==> src/rtl/smd_pkg.sv <==
// ----------------------------------------------------------------------------
// smd_pkg: shared types and constants for the sliding median spike detector
// Default sizes, configuration width and the control groups that the top level
// drives into the sorting cells and the history line.
// ----------------------------------------------------------------------------
package smd_pkg;

    localparam int WINDOW_MAX_DEF  = 64;
    localparam int SAMPLE_BITS_DEF = 16;
    localparam int CFG_BITS        = 7;
    localparam int COUNT_BITS      = 32;

    typedef struct packed {
        logic clear;
        logic sort;
        logic shift;
    } cell_ctrl_t;

    typedef struct packed {
        logic rotate;
        logic push;
    } hist_ctrl_t;

endpackage

==> src/rtl/smd_hist.sv <==
// ----------------------------------------------------------------------------
// smd_hist: sample history line
// Entry 0 is the newest sample. Push shifts a new sample in; rotate moves every
// entry one place toward the head so the window streams out of entry 0.
// ----------------------------------------------------------------------------
module smd_hist #(
    parameter int WINDOW_MAX  = smd_pkg::WINDOW_MAX_DEF,
    parameter int SAMPLE_BITS = smd_pkg::SAMPLE_BITS_DEF
) (
    input  logic                    clk,
    input  smd_pkg::hist_ctrl_t     ctrl,
    input  logic [SAMPLE_BITS-1:0]  sample,
    output logic [SAMPLE_BITS-1:0]  head
);

    logic [SAMPLE_BITS-1:0] hist_reg [WINDOW_MAX];

    genvar i;
    generate
        for (i = 0; i < WINDOW_MAX; i++)
        begin : g_entry
            localparam int UP   = (i + 1) % WINDOW_MAX;
            localparam int DOWN = (i == 0) ? 0 : i - 1;
            always_ff @(posedge clk)
            begin
                if (ctrl.push)
                begin
                    if (i == 0)
                    begin
                        hist_reg[i] <= sample;
                    end
                    else
                    begin
                        hist_reg[i] <= hist_reg[DOWN];
                    end
                end
                else if (ctrl.rotate)
                begin
                    hist_reg[i] <= hist_reg[UP];
                end
            end
        end
    endgenerate

    assign head = hist_reg[0];

endmodule

==> config.mk <==
export PLATFORM = sky130hd
export DESIGN_NAME = smd_hist
export DESIGN_NICKNAME = d
export VERILOG_FILES = /design/src/rtl/smd_pkg.sv /design/src/rtl/smd_hist.sv
export SDC_FILE = /design/constraint.sdc
export NUM_CORES = 1
export LEC_CHECK = 0
export BUFFER_PORTS_ARGS = -buffer_cell sky130_fd_sc_hd__buf_4
export CAP_MARGIN = 40
export CORE_MARGIN = 8
export CORE_UTILIZATION = 35
export CTS_CLUSTER_DIAMETER = 150
export CTS_CLUSTER_SIZE = 16
export DETAILED_ROUTE_END_ITERATION = 16
export GPL_TIMING_DRIVEN = 0
export PLACE_DENSITY = 0.51
export SYNTH_ARGS = -nofsm -noshare
export SYNTH_HDL_FRONTEND = slang
export SYNTH_SLANG_ARGS = --single-unit
==> constraint.sdc <==
create_clock -name clk -period 13.8 [get_ports clk]
set_clock_uncertainty 0.2 [all_clocks]
set_input_delay 1.38 -clock clk [delete_from_list [all_inputs] [get_ports clk]]
set_output_delay 1.38 -clock clk [all_outputs]
set_load 0.03 [all_outputs]
==> summary.txt <==
status -> finished clean
Worst Path Arrival -> 3.52 ns
Num CTS Buffers -> 73
DP Area -> 0.04742 mm2
Routed wire per std cell -> 20.69 um
Yosys warnings -> 0
FMAX -> 0.2930 GHz
commonest non-fill, non-tap cell in the layout -> edfxtp_1
initial antenna violation count -> 1
layout cells sized above 1 -> 55.32%
crit share post-route -> 24.73%
TNS Setup -> 0 ns
Syn Inst Count -> 2164
PortBufs -> 34
syn nets -> 2183
fin nets -> 2310
most frequent cells in the layout -> 1024 x edfxtp_1, 664 x mux2_2, 360 x mux2_4, 94 x buf_4, 76 x clkbuf_16
largest net degree at the start of global routing -> 70
worst-skew pair later-pin latency -> 0.64 ns
Seq pwr share -> 60.7%
Layout area overhead -> 10.60%
syn_area_per_cell -> 20.62 um2
clock sink count -> 1024
LEAKAGE -> 17.64 nW
Final Hold Fails -> 0
sw frac -> 22.64%
row count -> 131
Rel. slew slack -> 54.57%
power share of the combinational group -> 12.3%
Detailed Route Iter0 Violations -> 1425
# fillers -> 11391
post-synthesis sequential area ratio -> 68.91%
min Tclk post-route -> 3.413 ns
Internal Pwr Total -> 5.768 mW
top cells by area, synth -> edfxtp_1 69%, mux2_2 17%, mux2_4 12%
Post-route DRC -> 0
die area -> 0.1392 mm2
RSZ-0062 raised after global routing -> false
Initial Utilization -> 35.13%
antenna-violating nets left -> 0
Crit Path Max Fanout -> 62
CTS root buffer -> clkbuf_16
sequential cell area -> 0.03075 mm2
kind of end point of the critical path -> flop
synthesized flop and latch total -> 1024
Final Slew Violations -> 0
Final GP Congestion -> 0.7022
Tot Pwr -> 7.456 mW
core area -> 0.1270 mm2
Peak VDD IR -> 0.07682 mV
detailed placement HPWL -> 56480 um
HP Class -> reg2reg
Via Count -> 19054
# diodes -> 0
Yosys top cell area share -> 68.91%
Post-CTS Hold Fix Bufs -> 0
Worst-Margin Slew -> 0.6814 ns
P per Cell Area -> 151.1 mW/mm2
multi-input logic area -> 0.01290 mm2
total wire length -> 81860 um
Chip Height -> 373.1 um
Worst R2R Setup Slack -> 12.41 ns
final core utilization -> 38.85%
global-route wire length before repair -> 128100 um
drt pass-1 iters -> 5
CTS resizes -> 0
vias per inst -> 4.816
io pins -> 35
synthesized area -> 0.04462 mm2
Setup-failing EPs final -> 0
post-CTS setup buffer count -> 0
final instance area -> 0.04935 mm2
WS Path Type -> in2reg
GR Overflow Total -> 0
clk buf depth -> 3
Worst EP required -> 13.91 ns
NetSw -> 1.688 mW
CTS clk-pin slew, worst paths -> 0.07 ns
Tot GR Track Use -> 11.48%
area leader, netlist -> edfxtp_1
Startpoint Class -> primary input
Die X -> 373.1 um
CTS tree -> done
vias in the first global route -> 20426
unique cell type count in the Yosys netlist -> 8
H-tree depth -> 3
Max Cap Viol -> 0
clock network power share -> 27.0%
max reg flops -> 1024
==> final timing paths <==
check / cells after the start / to / start
worst max-delay path: 6 / hist_reg[5][5]$_DFFE_PP_ / ctrl[0]
worst min-delay path: 1 / hist_reg[62][3]$_DFFE_PP_ / hist_reg[63][3]$_DFFE_PP_
worst max register to register: 1 / hist_reg[63][6]$_DFFE_PP_ / hist_reg[0][6]$_DFFE_PP_
worst min register to register: 1 / hist_reg[62][3]$_DFFE_PP_ / hist_reg[63][3]$_DFFE_PP_
==> Yosys cell counts <==
master and number:
or2_2 1, mux2_2 664, buf_6 41, edfxtp_1 1024, buf_2 13, nor2b_1 1, buf_4 60, mux2_4 360
==> power groups by stage <==
stage                     sequential [mW]  clock, mW  combinational (mW)
after floorplan                      4.43          0               0.783
after global placement               4.65          0               0.874
after detailed placement             4.61          0               0.929
after CTS                            4.54       2.10               0.936
after global routing                 4.60       2.19                1.00
final                                4.53       2.01               0.920
==> critical path, cell delays in order <==
cell and delay, ns:
buf_4 0.09, or2_4 0.53, buf_16 0.32, buf_16 0.31
buf_16 0.30, buf_16 0.31
==> routing by layer <==
layer	part of all wire (%)	vias up	track usage, %	wire length (um)
li1	-	8776	-	-
met1	49	9977	16.45	40000
met2	46	193	18.06	37780
met3	2.7	108	1.931	2238
met4	2.3	0	3.037	1846
met5	0	-	0	0
==> metrics by stage <==
step,instances,worst slack [ns],hold slack [ns]
after floorplan,2164,4.359,0.3231
after global placement,3860,1.459,0.3287
after detailed placement,3878,9.757,0.3313
after CTS,3956,10.48,0.3499
after global routing,3956,10.33,0.3667
final,3956,10.39,0.3457
==> layout make-up <==
cell class / instances / share of cell area [%]
Multi-Input combinational cell: 1026 / 26.13
Tap cell: 1662 / 4.214
Timing Repair Buffer: 52 / 1.460
Buffer: 114 / 1.980
Clock inverter: 2 / 0.05071
Sequential cell: 1024 / 62.31
Clock buffer: 76 / 3.854
==> cell families after synthesis <==
family,Yosys count,synth area share (%)
mux,1024,28.87
flops,1024,68.91
buf+inv,114,2.190
simple gates,2,0.02806
No activity file was read; power rests on OpenSTA's default activity.
