===== src/rtl/smd_pkg.sv =====
// ----------------------------------------------------------------------------
// smd_pkg: shared types and constants for the sliding median spike detector
// Default sizes, configuration width and the control groups that the top level
// drives into the sorting cells and the history line.
// ----------------------------------------------------------------------------
package smd_pkg;

    localparam int WINDOW_MAX_DEF  = 64;
    localparam int SAMPLE_BITS_DEF = 16;
    localparam int CFG_BITS        = 7;
    localparam int COUNT_BITS      = 32;

    typedef struct packed {
        logic clear;
        logic sort;
        logic shift;
    } cell_ctrl_t;

    typedef struct packed {
        logic rotate;
        logic push;
    } hist_ctrl_t;

endpackage


===== src/rtl/smd_sort_cell.sv =====
// ----------------------------------------------------------------------------
// smd_sort_cell: one cell of the systolic insertion sorter
// Keeps the smaller of its held value and the incoming one, passes the larger
// to the next cell; in shift mode takes the value of its right neighbor.
// ----------------------------------------------------------------------------
module smd_sort_cell #(
    parameter int SAMPLE_BITS = smd_pkg::SAMPLE_BITS_DEF
) (
    input  logic                    clk,
    input  logic                    rst_n,
    input  smd_pkg::cell_ctrl_t     ctrl,
    input  logic                    in_valid,
    input  logic [SAMPLE_BITS-1:0]  in_data,
    input  logic [SAMPLE_BITS-1:0]  shift_data,
    output logic [SAMPLE_BITS-1:0]  held,
    output logic                    pass_valid,
    output logic [SAMPLE_BITS-1:0]  pass_data
);

    logic                   occ_reg;
    logic                   occ_next;
    logic                   pass_valid_reg;
    logic                   pass_valid_next;
    logic [SAMPLE_BITS-1:0] held_reg;
    logic [SAMPLE_BITS-1:0] held_next;
    logic [SAMPLE_BITS-1:0] pass_data_reg;
    logic [SAMPLE_BITS-1:0] pass_data_next;

    always_comb
    begin
        occ_next        = occ_reg;
        pass_valid_next = pass_valid_reg;
        held_next       = held_reg;
        pass_data_next  = pass_data_reg;
        priority if (ctrl.clear)
        begin
            occ_next        = 1'b0;
            pass_valid_next = 1'b0;
        end
        else if (ctrl.sort)
        begin
            pass_valid_next = 1'b0;
            if (in_valid)
            begin
                if (!occ_reg)
                begin
                    held_next = in_data;
                    occ_next  = 1'b1;
                end
                else if (in_data < held_reg)
                begin
                    held_next       = in_data;
                    pass_data_next  = held_reg;
                    pass_valid_next = 1'b1;
                end
                else
                begin
                    pass_data_next  = in_data;
                    pass_valid_next = 1'b1;
                end
            end
        end
        else if (ctrl.shift)
        begin
            held_next = shift_data;
        end
    end

    always_ff @(posedge clk or negedge rst_n)
    begin
        if (!rst_n)
        begin
            occ_reg        <= 1'b0;
            pass_valid_reg <= 1'b0;
        end
        else
        begin
            occ_reg        <= occ_next;
            pass_valid_reg <= pass_valid_next;
        end
    end

    always_ff @(posedge clk)
    begin
        held_reg      <= held_next;
        pass_data_reg <= pass_data_next;
    end

    assign held       = held_reg;
    assign pass_valid = pass_valid_reg;
    assign pass_data  = pass_data_reg;

endmodule


===== config.mk =====
export PLATFORM = sky130hd
export DESIGN_NAME = smd_sort_cell
export DESIGN_NICKNAME = d
export VERILOG_FILES = /design/src/rtl/smd_pkg.sv /design/src/rtl/smd_sort_cell.sv
export SDC_FILE = /design/constraint.sdc
export NUM_CORES = 1
export LEC_CHECK = 0
export BUFFER_PORTS_ARGS = -buffer_cell sky130_fd_sc_hd__buf_4
export CORE_ASPECT_RATIO = 1.1
export CORE_MARGIN = 3
export CORE_UTILIZATION = 25
export DETAILED_ROUTE_END_ITERATION = 10
export PLACE_DENSITY = 0.44
export SLEW_MARGIN = 5
export SYNTH_ARGS = -nofsm -noshare
export SYNTH_HDL_FRONTEND = slang
export SYNTH_SLANG_ARGS = --single-unit

===== constraint.sdc =====
create_clock -name clk -period 3.69 [get_ports clk]
set_input_delay 0.738 -clock clk [delete_from_list [all_inputs] [get_ports clk]]
set_output_delay 0.738 -clock clk [all_outputs]
set_load 0.005 [all_outputs]

==> results of run 1 <==
==> per-layer routing <==
layer / up-vias / part of all wire / GRT usage
li1: 637 / - / -
met1: 604 / 0.42 / 0.1354
met2: 51 / 0.49 / 0.1775
met3: 4 / 0.078 / 0.03478
met4: 0 / 0.0084 / 0.02749
met5: - / 0 / 0
==> power groups by stage <==
stage / logic (mW) / clock network [mW] / registers, mW
finish: 0.173 / 0.261 / 0.453
global route: 0.192 / 0.295 / 0.455
CTS: 0.179 / 0.276 / 0.453
detailed placement: 0.178 / 0 / 0.462
global placement: 0.176 / 0 / 0.461
floorplan: 0.104 / 0 / 0.460
==> worst max-delay path, cell delays in order <==
cell and delay, ns:
buf_4 0.12, ha_1 0.31, a21o_1 0.16, a21oi_1 0.20, o221ai_1 0.19, a211oi_4 0.27
o21a_1 0.67
==> cell type report <==
class / instances / area, µm² / area share
clock buffers: 6 / 72.57 / 0.02782
clock inverters: 2 / 8.758 / 0.003357
inverters: 16 / 60.06 / 0.02302
multi-input cells: 75 / 809.5 / 0.3103
flip-flops and latches: 34 / 1011 / 0.3875
well taps: 85 / 106.4 / 0.04077
repair buffers: 72 / 540.5 / 0.2072
==> worst min-delay path by stage <==
stage / slack, ns / endpoint
floorplan: 0.44 / occ_reg$_DFFE_PN0P_
global placement: 0.47 / pass_valid$_DFFE_PN0P_
detailed placement: 0.47 / pass_valid$_DFFE_PN0P_
global route: 0.21 / pass_valid$_DFFE_PN0P_
CTS: 0.21 / pass_valid$_DFFE_PN0P_
finish: 0.22 / occ_reg$_DFFE_PN0P_
==> kinds of logic after synthesis <==
family,after synthesis,share of synthesized area
AOI/OAI and AO/OA,15,0.07430
DFF,34,0.5312
and+or+nand+nor,12,0.03748
buffers and inverters,19,0.04603
adders and majority gates,15,0.09862
muxes,33,0.2124
==> cells in the final DEF, fill, tap and decap left out <==
cell type	Yosys	final
mux2i_1	1	1
and4_1	2	2
nand2_1	3	3
nor2_1	4	4
mux2_4	9	9
clkbuf_1	2	1
o21ai_0	2	2
nand2b_4	1	1
a211oi_4	1	1
edfxtp_1	32	32
clkinv_1	0	1
a311o_1	1	1
ha_1	15	15
clkbuf_8	0	5
dfrtp_1	2	2
nor3b_2	0	1
nand4_1	1	1
a21oi_1	4	4
o221ai_1	1	1
clkinv_2	0	1
buf_4	0	72
a2111oi_4	1	1
a2111oi_2	1	1
inv_1	16	16
a211oi_1	1	1
o21a_1	1	1
mux2_2	23	23
a21o_1	2	2
==> flow_metrics.env, run 1 <==
export IMPL_vdd_drop_max_mv=0.1568
export IMPL_drt_iter0_drc=48
export IMPL_clkTransAtPathRegs_ns=0.07
export IMPL_die_w_um=89.19
export IMPL_synthFlopType="edfxtp_1"
export IMPL_finalSetupViolCount=0
export IMPL_fin_crit_sh=0.7488
export IMPL_grt_total_usage=0.1082
export IMPL_cp_end_kind="register"
export IMPL_floorplan_rows=32
export IMPL_dp_cells=282
export IMPL_synth_fp_nets=181
export IMPL_status="complete, no violations"
export IMPL_cellPowerDensity_nw_per_um2=340.2
export IMPL_cp_endpoint="held[4]$_DFFE_PP_"
export IMPL_seqPwrFrac=0.510
export IMPL_post_route_min_period_ns=2.763
export IMPL_synthArstFlopShare=0.05882
export IMPL_n_antenna_cell=0
export IMPL_fp_dieH_um=97.51
export IMPL_rr_startpoint="held[5]$_DFFE_PP_"
export IMPL_fin_setup_tns_ns=0
export IMPL_antenna_found_initial=0
export IMPL_timing_rr_end="held[4]$_DFFE_PP_"
export IMPL_maxCapViolCount=0
export IMPL_stdcell_count=290
export IMPL_report_final_hold_viol_count=0
export IMPL_ys_ff_latch=34
export IMPL_tightest_slew_ns=0.7874
export IMPL_vias_per_cell=4.469
export IMPL_grt_pass1_wl_um=7196
export IMPL_hp_class="input port to async pin"
export IMPL_rsz0062_at_grt="no"
export IMPL_fin_util=0.3620
export IMPL_die_area_um2=8696
export IMPL_post_cts_setup_buffer_count=0
export IMPL_ys_seq_area_frac=0.5312
export IMPL_placed_cell_area_um2=2527
export IMPL_p_int_mw=0.6753
export IMPL_yosysMostFrequentCell="edfxtp_1"
export IMPL_drt_total_wl_um=4514
export IMPL_grt_pass1_vias=1377
export IMPL_vias=1296
export IMPL_synth_top_area_share=0.5049
export IMPL_cp_startpoint="in_data[5]"
export IMPL_worst_slew_margin_rel=0.4751
export IMPL_preCtsSetupSlack_ns=0.5615
export IMPL_detail_route_antenna_nets=0
export IMPL_worstSkewPairLatency_ns=0.28
export IMPL_clock_skew_ns=0.007917
export IMPL_globalplace_congestion=0.7061
export IMPL_drive_gt1_frac=0.5610
export IMPL_root_buffer="clkbuf_8"
export IMPL_fin_ws_ns=0.9269
export IMPL_drt_pass1_iter_count=4
export IMPL_pwr_share_clk=0.294
export IMPL_ctsLongestPathBuffers=2
export IMPL_grt_start_max_net_pins=21
export IMPL_drc=0
export IMPL_cts_tree="done"
export IMPL_required_ns=3.60
export IMPL_leakage_nw=1.155
export IMPL_crit_fanout=16
export IMPL_synth_area_leader_cell="edfxtp_1"
export IMPL_reg2reg_depth=7
export IMPL_synth_area_per_cell_um2=14.87
export IMPL_synth_common_cells="edfxtp_1 (32), mux2_2 (23), inv_1 (16)"
export IMPL_total_power_mw=0.8876
export IMPL_clock_fmax_mhz=361.9
export IMPL_yosys_top_cells_area="edfxtp_1 (50%), mux2_2 (14%), ha_1 (9.9%), mux2_4 (7.1%), inv_1 (3.2%)"
export IMPL_cts_buffers=5
export IMPL_yosysWarnings=0
export IMPL_final_max_slew_viol_count=0
export IMPL_switching_power_mw=0.2123
export IMPL_r2r_slack_ns=1.09
export IMPL_switching_share=0.2392
export IMPL_arrival_ns=2.67
export IMPL_start_util=0.2641
export IMPL_cts_sinks=34
export IMPL_fillers=733
export IMPL_start_kind="input port"
export IMPL_ctsResizeCount=0
export IMPL_hold_slack_ns=0.2227
export IMPL_syn2layout_area_growth_pct=37.08
export IMPL_grt_overflow=0
export IMPL_crit_type="input port to register"
export IMPL_syn_area_um2=1903
export IMPL_final_area_um2=2609
export IMPL_port_buffers=70
export IMPL_h_tree_depth=2
export IMPL_design_portCount=71
export IMPL_p_comb_frac=0.195
export IMPL_synth_edf_count=32
export IMPL_postSynthCellCount=128
export IMPL_core_area_um2=7207
export IMPL_yosysUniqueCellTypes=25
export IMPL_cts_hold_buffers=0
export IMPL_avgRoutedWirePerCell_um=15.57
export IMPL_nets=257
(Power assumes the default switching activity.)
==> run 2: changes to the inputs <==
--- a/config.mk
+++ b/config.mk
@@ -10,7 +10,7 @@
 export CORE_MARGIN = 3
 export CORE_UTILIZATION = 25
 export DETAILED_ROUTE_END_ITERATION = 10
-export PLACE_DENSITY = 0.44
+export PLACE_DENSITY = 0.46
 export SLEW_MARGIN = 5
 export SYNTH_ARGS = -nofsm -noshare
 export SYNTH_HDL_FRONTEND = slang
==> constraint.sdc (replaced) <==
create_clock -name clk -period 2.5 [get_ports clk]
set_input_delay 0.5 -clock clk [delete_from_list [all_inputs] [get_ports clk]]
set_output_delay 0.5 -clock clk [all_outputs]
set_load 0.005 [all_outputs]
==> flow_metrics.env, run 2 (synthesis results as in run 1) <==
export IMPL_regArea_um2=1011
export IMPL_worstSkewPairLatency_ns=0.29
export IMPL_globalplace_congestion=0.7247
export IMPL_avgRoutedWirePerCell_um=15.58
export IMPL_post_route_min_period_ns=2.410
export IMPL_arrival_ns=2.45
export IMPL_port_buffers=70
export IMPL_hp_class="input port to register"
export IMPL_use_met1=0.1341
export IMPL_floorplan_rows=32
export IMPL_die_area_um2=8696
export IMPL_final_common_cell="buf_4"
export IMPL_grt_pass1_wl_um=7265
export IMPL_fp_dieH_um=97.51
export IMPL_switching_power_mw=0.3269
export IMPL_multi_input_area_um2=847.1
export IMPL_crit_type="register to register"
export IMPL_grt_util_met3=0.03223
export IMPL_drt_total_wl_um=4736
export IMPL_core_area_um2=7207
export IMPL_fin_setup_tns_ns=0
export IMPL_seqPwrFrac=0.485
export IMPL_cts_tree="done"
export IMPL_crit_fanout=7
export IMPL_dp_cells=294
export IMPL_n_antenna_cell=0
export IMPL_drt_iter0_drc=35
export IMPL_rsz0062_at_grt="yes"
export IMPL_layout_common_cells="buf_4 (84), edfxtp_1 (32), mux2_2 (23)"
export IMPL_clkTransAtPathRegs_ns=0.07
export IMPL_clock_fmax_mhz=415.0
export IMPL_critPathBufInv=2
export IMPL_stdcell_count=304
export IMPL_status="complete, no violations"
export IMPL_hold_slack_ns=0.4004
export IMPL_path_cells="inv_1 -> ha_1 -> a211oi_1 -> nor2_1 -> a311o_1 -> a211oi_4 -> buf_4 -> mux2_2"
export IMPL_grt_busiest_layer="met2"
export IMPL_clock_skew_ns=0.007439
export IMPL_cts_buffers=5
export IMPL_die_w_um=89.19
export IMPL_required_ns=2.54
export IMPL_switching_share=0.2375
export IMPL_detail_route_antenna_nets=0
export IMPL_dp_hpwl_um=3673
export IMPL_drt_pass1_iter_count=4
export IMPL_p_comb_frac=0.208
export IMPL_drc=0
export IMPL_critPathMaxStageDelay_ns=0.42
export IMPL_ctsLongestPathBuffers=2
export IMPL_finalSetupViolCount=0
export IMPL_fillers=705
export IMPL_tightest_slew_ns=0.2926
export IMPL_grt_overflow=0
export IMPL_cts_sinks=34
export IMPL_worst_slew_margin_rel=0.8049
export IMPL_drive_gt1_frac=0.6027
export IMPL_post_cts_setup_buffer_count=0
export IMPL_fin_crit_sh=0.9638
export IMPL_root_buffer="clkbuf_8"
export IMPL_pwr_share_clk=0.306
export IMPL_crit_family="compound AO/OA/AOI/OAI gates"
export IMPL_maxCapViolCount=0
export IMPL_start_kind="register"
export IMPL_critPathSlowestCell="edfxtp_1"
export IMPL_grt_pass1_vias=1486
export IMPL_cellPowerDensity_nw_per_um2=499.4
export IMPL_vdd_drop_max_mv=0.2092
export IMPL_cp_end_kind="register"
export IMPL_grtUsageMet2=0.1838
export IMPL_vias_per_cell=4.444
export IMPL_report_final_hold_viol_count=0
export IMPL_fin_util=0.3825
export IMPL_grt_start_max_net_pins=21
export IMPL_start_util=0.2641
export IMPL_syn2layout_area_growth_pct=44.84
export IMPL_design_portCount=71
export IMPL_h_tree_depth=2
export IMPL_final_max_slew_viol_count=0
export IMPL_grt_total_usage=0.1112
export IMPL_nets=271
export IMPL_antenna_found_initial=0
export IMPL_vias=1351
export IMPL_p_int_mw=1.050
export IMPL_leakage_nw=1.230
==> run 2: cell count changes in the layout (fill, tap and decap cells not counted), sizes merged <==
| cell | change |
|---|---|
| buf | +12 |
| clkinv | -1 |
| clkbuf | +1 |
| dlygate4sd3 | +1 |
| o21a | +1 |
==> run 2: through the flow <==
| stage | power, mW | area, µm² | setup slack (ns) |
|---|---|---|---|
| floorplan | 0.8380 | 1931 | -0.004959 |
| global placement | 0.9597 | 2640 | -0.1131 |
| detailed placement | 0.9663 | 2640 | -0.1177 |
| CTS | 1.404 | 2741 | 0.07984 |
| global route | 1.462 | 2756 | -0.02963 |
| finish | 1.377 | 2756 | 0.09041 |
==> run 2: per-layer routing <==
layer  vias to the layer above  wire length, µm  part of all wire
met4                         0               28            0.0059
met5                         -                0                 0
li1                        661                -                 -
met3                         2              263             0.056
met2                        41             2502              0.53
met1                       647             1941              0.41
==> run 2: cell type report <==
cell class | count | area share
Clock buffer | 7 | 0.03132
Timing Repair Buffer | 85 | 0.2324
Sequential cell | 34 | 0.3668
Inverter | 16 | 0.02179
Tap cell | 85 | 0.03858
Multi-Input combinational cell | 76 | 0.3073
Clock inverter | 1 | 0.001816
==> run 2: final timing paths <==
kind,startpoint,to,slack [ns],cells after the start
setup / recovery,held[13]$_DFFE_PP_,pass_data[15]$_DFFE_PP_,0.09,8
hold / removal,ctrl[2],occ_reg$_DFFE_PN0P_,0.40,2
setup reg to reg,held[13]$_DFFE_PP_,pass_data[15]$_DFFE_PP_,0.09,8
hold reg to reg,pass_valid$_DFFE_PN0P_,pass_valid$_DFFE_PN0P_,0.49,1
max in group asynchronous,rst_n,pass_valid$_DFFE_PN0P_,1.88,2
min in group asynchronous,rst_n,occ_reg$_DFFE_PN0P_,0.54,2
==> run 2: what timing repair did <==
item                       in CTS  in global routing
setup endpoints to repair       0                 25
hold endpoints to repair        2                  0
resized for setup               0                  1
hold buffers                    1                  0
==> run 2: power groups by stage <==
stage	combinational (mW)	clock [mW]	sequential [mW]
after floorplan	0.159	0	0.679
after global placement	0.279	0	0.681
after detailed placement	0.285	0	0.681
after CTS	0.288	0.447	0.669
after global routing	0.318	0.473	0.670
final	0.287	0.422	0.668
==> run 3: changes to the inputs <==
--- a/config.mk
+++ b/config.mk
@@ -11,6 +11,8 @@
 export CORE_UTILIZATION = 25
 export DETAILED_ROUTE_END_ITERATION = 10
 export PLACE_DENSITY = 0.46
+export RECOVER_POWER = 100
+export REMOVE_ABC_BUFFERS = 1
 export SLEW_MARGIN = 5
 export SYNTH_ARGS = -nofsm -noshare
 export SYNTH_HDL_FRONTEND = slang
==> flow_metrics.env, run 3 (synthesis results as in run 1) <==
export IMPL_status="complete, no violations"
export IMPL_vdd_drop_max_mv=0.1980
export IMPL_grt_start_max_net_pins=21
export IMPL_drive_gt1_frac=0.5721
export IMPL_ctsLongestPathBuffers=2
export IMPL_hp_class="input port to register"
export IMPL_tightest_slew_ns=1.179
export IMPL_hold_depth=2
export IMPL_min_to="occ_reg$_DFFE_PN0P_"
export IMPL_design_portCount=71
export IMPL_core_area_um2=7207
export IMPL_crit_fanout=4
export IMPL_start_kind="register"
export IMPL_rsz0062_at_grt="no"
export IMPL_drt_pass1_iter_count=4
export IMPL_grt_overflow=0
export IMPL_timing_rr_end="pass_data[12]$_DFFE_PP_"
export IMPL_drt_iter0_drc=13
export IMPL_preCtsSetupSlack_ns=-0.1965
export IMPL_globalplace_congestion=0.6945
export IMPL_die_w_um=89.19
export IMPL_crit_type="register to register"
export IMPL_clock_skew_ns=0.003338
export IMPL_min_delay_start="ctrl[2]"
export IMPL_worst_slew_margin_rel=0.2138
export IMPL_die_area_um2=8696
export IMPL_fp_dieH_um=97.51
export IMPL_final_max_slew_viol_count=0
export IMPL_grt_pass1_wl_um=7521
export IMPL_layout_common_cells="buf_4 (54), edfxtp_1 (32), clkbuf_4 (24)"
export IMPL_drc=0
export IMPL_finalSetupViolCount=0
export IMPL_fin_ws_ns=0.1230
export IMPL_report_final_hold_viol_count=0
export IMPL_cp_end_kind="register"
export IMPL_arrival_ns=2.42
export IMPL_clkTransAtPathRegs_ns=0.08
export IMPL_floorplan_rows=32
export IMPL_total_power_mw=1.379
export IMPL_placed_cell_area_um2=2683
export IMPL_start_util=0.2641
export IMPL_reg2reg_depth=7
export IMPL_dp_hpwl_um=3652
export IMPL_detail_route_antenna_nets=0
export IMPL_cts_sinks=34
export IMPL_h_tree_depth=2
export IMPL_grt_total_usage=0.1127
export IMPL_worstSkewPairLatency_ns=0.29
export IMPL_syn2layout_area_growth_pct=47.34
export IMPL_final_area_um2=2804
export IMPL_cts_buffers=5
export IMPL_vias=1412
export IMPL_cellPowerDensity_nw_per_um2=491.7
export IMPL_rr_startpoint="held[15]$_DFFE_PP_"
export IMPL_n_antenna_cell=0
export IMPL_antenna_found_initial=0
export IMPL_clock_fmax_mhz=420.7
export IMPL_maxCapViolCount=0
export IMPL_post_route_min_period_ns=2.377
export IMPL_root_buffer="clkbuf_8"
export IMPL_r2r_slack_ns=0.12
export IMPL_nets=281
export IMPL_drt_total_wl_um=4746
export IMPL_vias_per_cell=4.497
export IMPL_grt_pass1_vias=1538
export IMPL_fillers=730
export IMPL_port_buffers=70
export IMPL_final_common_cell="buf_4"
export IMPL_leakage_nw=1.215
export IMPL_fin_crit_sh=0.9508
export IMPL_cts_tree="done"
export IMPL_avgRoutedWirePerCell_um=15.11
export IMPL_required_ns=2.54
-- run 3: final cells by class --
| class | instances | area (µm²) | share of cell area |
|---|---|---|---|
| timing repair buffer | 96 | 693.2 | 0.2472 |
| multi-input combinational | 75 | 848.3 | 0.3025 |
| sequential | 34 | 1011 | 0.3606 |
| inverter | 16 | 60.06 | 0.02142 |
| tap | 85 | 106.4 | 0.03793 |
| clock buffer | 5 | 68.82 | 0.02454 |
| clock inverter | 3 | 16.27 | 0.005801 |
-- run 3: metal layers --
metal  wire length [µm]  GRT usage  up-vias  part of all wire
met3                327    0.03562        5             0.069
li1                   -          -      678                 -
met5                  0          0        -                 0
met1               1994     0.1407      683              0.42
met2               2354     0.1792       46              0.50
met4                 70    0.04124        0             0.015
-- run 3: worst max-delay path by stage --
stage,start,endpoint,cells past startpoint
floorplan,in_data[13],held[0]$_DFFE_PP_,6
global placement,in_data[15],held[13]$_DFFE_PP_,9
detailed placement,in_data[13],pass_data[2]$_DFFE_PP_,8
CTS,held[15]$_DFFE_PP_,held[13]$_DFFE_PP_,9
global route,ctrl[1],pass_data[14]$_DFFE_PP_,4
finish,held[15]$_DFFE_PP_,pass_data[12]$_DFFE_PP_,7
-- run 3: worst max-delay path, stage by stage (launching register included) --
cell and delay (ns):
edfxtp_1 0.39, inv_1 0.08, ha_1 0.24, and4_4 0.22, a311o_1 0.35, a211oi_4 0.32
buf_4 0.23, mux2_4 0.31
-- run 3: report_power, final --
group / switching, mW / internal [mW]
Clock: 0.221 / 0.191
Combinational: 0.121 / 0.181
Sequential: 0.0115 / 0.654
-- run 3: what timing repair did --
item | in CTS | in global routing
hold endpoints to repair | 2 | 0
buffers inserted | 0 | 2
setup endpoints to repair | 0 | 25
hold buffers | 1 | 0
gates resized for setup | 0 | 18
-- run 3: through the flow --
| stage | util | std cells | hold WS, ns | TNS [ns] |
|---|---|---|---|---|
| after floorplan | - | 125 | 0.2044 | -10.11 |
| after global placement | 0.3722 | 301 | 0.2848 | -6.513 |
| after detailed placement | 0.3722 | 301 | 0.2841 | -5.120 |
| after CTS | 0.3854 | 310 | 0.3864 | 0 |
| after global routing | 0.3891 | 314 | 0.3839 | 0 |
| final | 0.3891 | 314 | 0.3868 | 0 |
